<file path="config.mk">
export PLATFORM = sky130hd
export DESIGN_NAME = tkbt_ctrl
export DESIGN_NICKNAME = d
export VERILOG_FILES = /design/src/rtl/core/tkbt_pkg.sv /design/src/rtl/core/tkbt_ctrl.sv
export SDC_FILE = /design/constraint.sdc
export NUM_CORES = 1
export LEC_CHECK = 0
export BUFFER_PORTS_ARGS = -buffer_cell sky130_fd_sc_hd__buf_4
export CORE_AREA = 2 2 39 41
export CTS_CLUSTER_DIAMETER = 100
export DETAILED_ROUTE_END_ITERATION = 12
export DIE_AREA = 0 0 41 43
export PLACE_DENSITY = 0.3
export SLEW_MARGIN = 20
export SYNTH_ARGS = -nofsm -noshare
export SYNTH_HDL_FRONTEND = slang
export SYNTH_SLANG_ARGS = --single-unit
</file>
<file path="constraint.sdc">
create_clock -name i_clk -period 2.6 [get_ports i_clk]
set_clock_uncertainty 0.2 [all_clocks]
set_input_delay 0.52 -clock i_clk [delete_from_list [all_inputs] [get_ports i_clk]]
set_output_delay 0.52 -clock i_clk [all_outputs]
set_load 0.05 [all_outputs]
</file>
<file path="src/rtl/core/tkbt_pkg.sv">
// ----------------------------------------------------------------------------
// tkbt_pkg
// Types, codes and widths shared by the timed key block table modules.
// ----------------------------------------------------------------------------
package tkbt_pkg;

    localparam int ENTRIES_DEF = 64;

    localparam int OP_W     = 2;
    localparam int KEY_W    = 264;
    localparam int DUR_W    = 17;
    localparam int NOW_W    = 32;
    localparam int EXP_W    = 33;
    localparam int STATUS_W = 3;

    // Stream payload widths; the tdata widths are rounded up to whole bytes.
    localparam int S_TDATA_W = 320;
    localparam int S_TUSER_W = OP_W;
    localparam int M_TDATA_W = 8;

    localparam int CFG_AW = 3;
    localparam int CFG_DW = 32;

    // Operation codes.
    localparam logic [OP_W-1:0] OP_MUTE   = 2'd0;
    localparam logic [OP_W-1:0] OP_UNMUTE = 2'd1;
    localparam logic [OP_W-1:0] OP_QUERY  = 2'd2;

    // Result status codes.
    localparam logic [STATUS_W-1:0] ST_STORED       = 3'd0;
    localparam logic [STATUS_W-1:0] ST_REMOVED      = 3'd1;
    localparam logic [STATUS_W-1:0] ST_BAD_DURATION = 3'd2;
    localparam logic [STATUS_W-1:0] ST_FULL         = 3'd3;
    localparam logic [STATUS_W-1:0] ST_QUERY        = 3'd4;

    // Register index, taken from address bit 2.
    localparam logic REG_MIN_DURATION = 1'b0;
    localparam logic REG_MAX_DURATION = 1'b1;

    typedef enum logic [2:0] {
        S_CLEAR,
        S_IDLE,
        S_SCAN,
        S_DRAIN,
        S_DONE
    } t_state;

    typedef struct packed {
        logic clear_wr;
        logic load;
        logic rd_en;
        logic finish;
    } t_cmd;

    typedef struct packed {
        logic cnt_last;
        logic out_free;
    } t_stat;

    typedef struct packed {
        logic             valid;
        logic [EXP_W-1:0] expiry;
        logic [KEY_W-1:0] key;
    } t_entry;

endpackage

</file>
<file path="src/rtl/core/tkbt_ctrl.sv">
// ----------------------------------------------------------------------------
// tkbt_ctrl
// Sequencer: clearing pass after reset, then accept, scan, drain and finish.
// ----------------------------------------------------------------------------
module tkbt_ctrl
    import tkbt_pkg::*;
(
    input  logic  i_clk,
    input  logic  i_rst_n,
    input  logic  i_s_valid,
    output logic  o_s_ready,
    input  t_stat i_stat,
    output t_cmd  o_cmd
);

    t_state r_state;
    t_state n_state;

    always_ff @(posedge i_clk) begin
        if (!i_rst_n) begin
            r_state <= S_CLEAR;
        end else begin
            r_state <= n_state;
        end
    end

    always_comb begin
        n_state = r_state;
        unique case (r_state)
            S_CLEAR: begin
                if (i_stat.cnt_last) n_state = S_IDLE;
            end
            S_IDLE: begin
                if (i_s_valid) n_state = S_SCAN;
            end
            S_SCAN: begin
                if (i_stat.cnt_last) n_state = S_DRAIN;
            end
            S_DRAIN: begin
                n_state = S_DONE;
            end
            S_DONE: begin
                if (i_stat.out_free) n_state = S_IDLE;
            end
            default: begin
                n_state = S_CLEAR;
            end
        endcase
    end

    always_comb begin
        o_cmd     = '0;
        o_s_ready = 1'b0;
        unique case (r_state)
            S_CLEAR: begin
                o_cmd.clear_wr = 1'b1;
            end
            S_IDLE: begin
                o_s_ready  = 1'b1;
                o_cmd.load = i_s_valid;
            end
            S_SCAN: begin
                o_cmd.rd_en = 1'b1;
            end
            S_DRAIN: begin
            end
            S_DONE: begin
                o_cmd.finish = i_stat.out_free;
            end
            default: begin
            end
        endcase
    end

endmodule

</file>
==> flow_summary.toml <==
[run_status]
outcome = "completed"

[die]
dieArea_um2 = 1760
initial_core_util_pct = 14.1
io-pin-count = 10
coreArea_um2 = 1380
fp-row-count = 14
die_h_um = 43
die_x_um = 41

[route]
wl_per_cell_um = 10.6
ant_nets = 0
vias = 189
drt_pass1_iterations = 3
drt_first_iter_violations = 2
via_per_inst = 4.02
wl_um = 496
drc = 0

[finish]
final_layout_size_suffix_gt1_share_pct = 41.9
largest_register_ffs = 3
antenna_cells = 0
nets = 37
regMostFlops = "r_state"
area_delta_synth_final_pct = 50.0
fillers = 161
multi_input_area_um2 = 119
top_regs = "r_state (3)"
seqCellArea_um2 = 60.1
post-route-util_pct = 21.2

[setup_path]
critical_path_class = "flop to output pin"
reg2reg_slack_ns = 1.22
required_ns = 1.88
worstPathBufferInverterCount = 1
r2r_cells = 2
crit_family = "flip-flops"
cpPeakStageDelay_ns = 0.47
r2r_end = "r_state[0]"
slowest_stage = "dfxtp_1"
start_kind = "flop"
r2r_start = "r_state[1]"
critPathArrivalTime_ns = 1.28
end_kind = "output pin"
path_cells = "nor3b_2 > and2_1 > buf_4"
cp_max_fo = 10

[synthesis]
synth_top_area_share_pct = 30.8
ys_seq_elements = 3
ys_seq_area_share_pct = 30.8
syn_nets = 25
synthCells = 20
synth_area_leaders = "dfxtp_1, nand3b_1, nor3b_1"
syn_area_um2 = 195
yosysWarnings = 0
syn_avg_cell_area_um2 = 9.76
yosysUniqueCellTypes = 15
yosys.area.top_type = "dfxtp_1"

[sta]
fin_crit_ns = 2.00
tightestPinTransition_ns = 0.326
hold_viol_final = 0
drv_slew = 0
fmax_ghz = 0.500
setup_tns_ns = 0
rsz0062_at_grt = "false"
finalCritPeriodShare_pct = 76.9
timing.final.ws_setup_ns = 0.600
setup_violations = 0
slew_headroom_pct = 78.2

[clocking]
cts_htree_levels = 1
numCtsBuffers = 3
cts.sinks = 3
cts_buffer_depth = 2
clk_latency_ns = 0.23
clkTransAtPathRegs_ns = 0.03
cts_tree = "built"
cts_setup_buffers = 0
ctsResizeCount = 0
clock-root-buffer = "clkbuf_4"
cts_hold_buf = 0

[placed_design]
port-buffer-count = 9
place_hpwl_um = 346
gp_congestion = 0.648
pre_cts_slack_ns = 0.838

[global_route]
grt_usage_pct = 7.33
grt_max_degree = 11
grt_pass1_wl_um = 807
grt_overflow = 0
antenna_found_initial = 0
grt_pass1_vias = 199

[worst_hold_path]
hold_depth = 2
worstHoldStart = "i_rst_n"
min_path_type = "input pin to flop"
holdPathEnd = "r_state[0]"

[power_and_ir_drop]
p_total_mw = 0.175
ir_drop_mv = 0.118
powerDensity_nw_per_um2 = 599
p_leak_nw = 0.120

[run]
drv_cap = 0
-- synthesized netlist by cell type --
cell,number
dfxtp_1,3
nand2b_1,2
nand3b_1,2
nor3b_1,2
a21boi_1,1
a21oi_1,1
and2_1,1
and4bb_1,1
buf_2,1
buf_6,1
nor3_1,1
nor3b_2,1
nor4b_1,1
o31a_1,1
or4b_1,1
-- cells in the final DEF (no fill, tap or decap), types with 2 or more instances in the layout --
master	count
nand2b_1	2
buf_4	9
clkbuf_4	3
nand3b_1	2
dfxtp_1	3
nor3b_1	2
-- logic make-up (layout without fill, tap and decap cells) --
| kind of cell | count (synthesis) | in the layout | share of synthesized area (%) |
|---|---|---|---|
| AOI/OAI and AO/OA | 3 | 3 | 10.9 |
| buffers and inverters | 2 | 13 | 8.33 |
| DFF | 3 | 3 | 30.8 |
| and+or+nand+nor | 12 | 12 | 50.0 |
-- routing by layer --
layer | global-route usage, % | routed length (um)
met4 | 10.0 | 0
met1 | 9.00 | 229
met2 | 8.13 | 239
met5 | 0 | 0
met3 | 2.09 | 27
-- area by class of cell --
class	instances	area share, %
Clock buffer	4	8.97
Multi-Input combinational cell	15	40.6
Tap cell	16	6.84
Sequential cell	3	20.5
Timing Repair Buffer	9	23.1
-- through the flow --
stage	area [um^2]	hold slack [ns]	cells
after floorplan	195	0.325	20
after global placement	267	0.379	43
after detailed placement	267	0.399	43
after CTS	293	0.324	47
after global routing	293	0.324	47
final	293	0.332	47
-- power by group --
part           total [mW]  internal, mW  switching [mW]  leakage [nW]
Sequential         0.0544        0.0487         0.00565        0.0245
Clock              0.0797        0.0574          0.0223        0.0150
Combinational      0.0413        0.0170          0.0244        0.0808
Total               0.175         0.123          0.0523         0.120
-- worst max-delay path by stage --
stage          startpoint       end  slack [ns]  cells past startpoint
6_report       r_state[0]  o_cmd[2]        0.60                      3
5_1_grt        r_state[0]  o_cmd[2]        0.47                      3
4_1_cts        r_state[0]  o_cmd[2]        0.59                      3
3_5_place_dp   r_state[0]  o_cmd[2]        0.84                      3
3_3_place_gp    i_stat[0]  o_cmd[0]        0.87                      3
2_1_floorplan  r_state[2]  o_cmd[2]        0.22                      3
(Power assumes the default switching activity.)
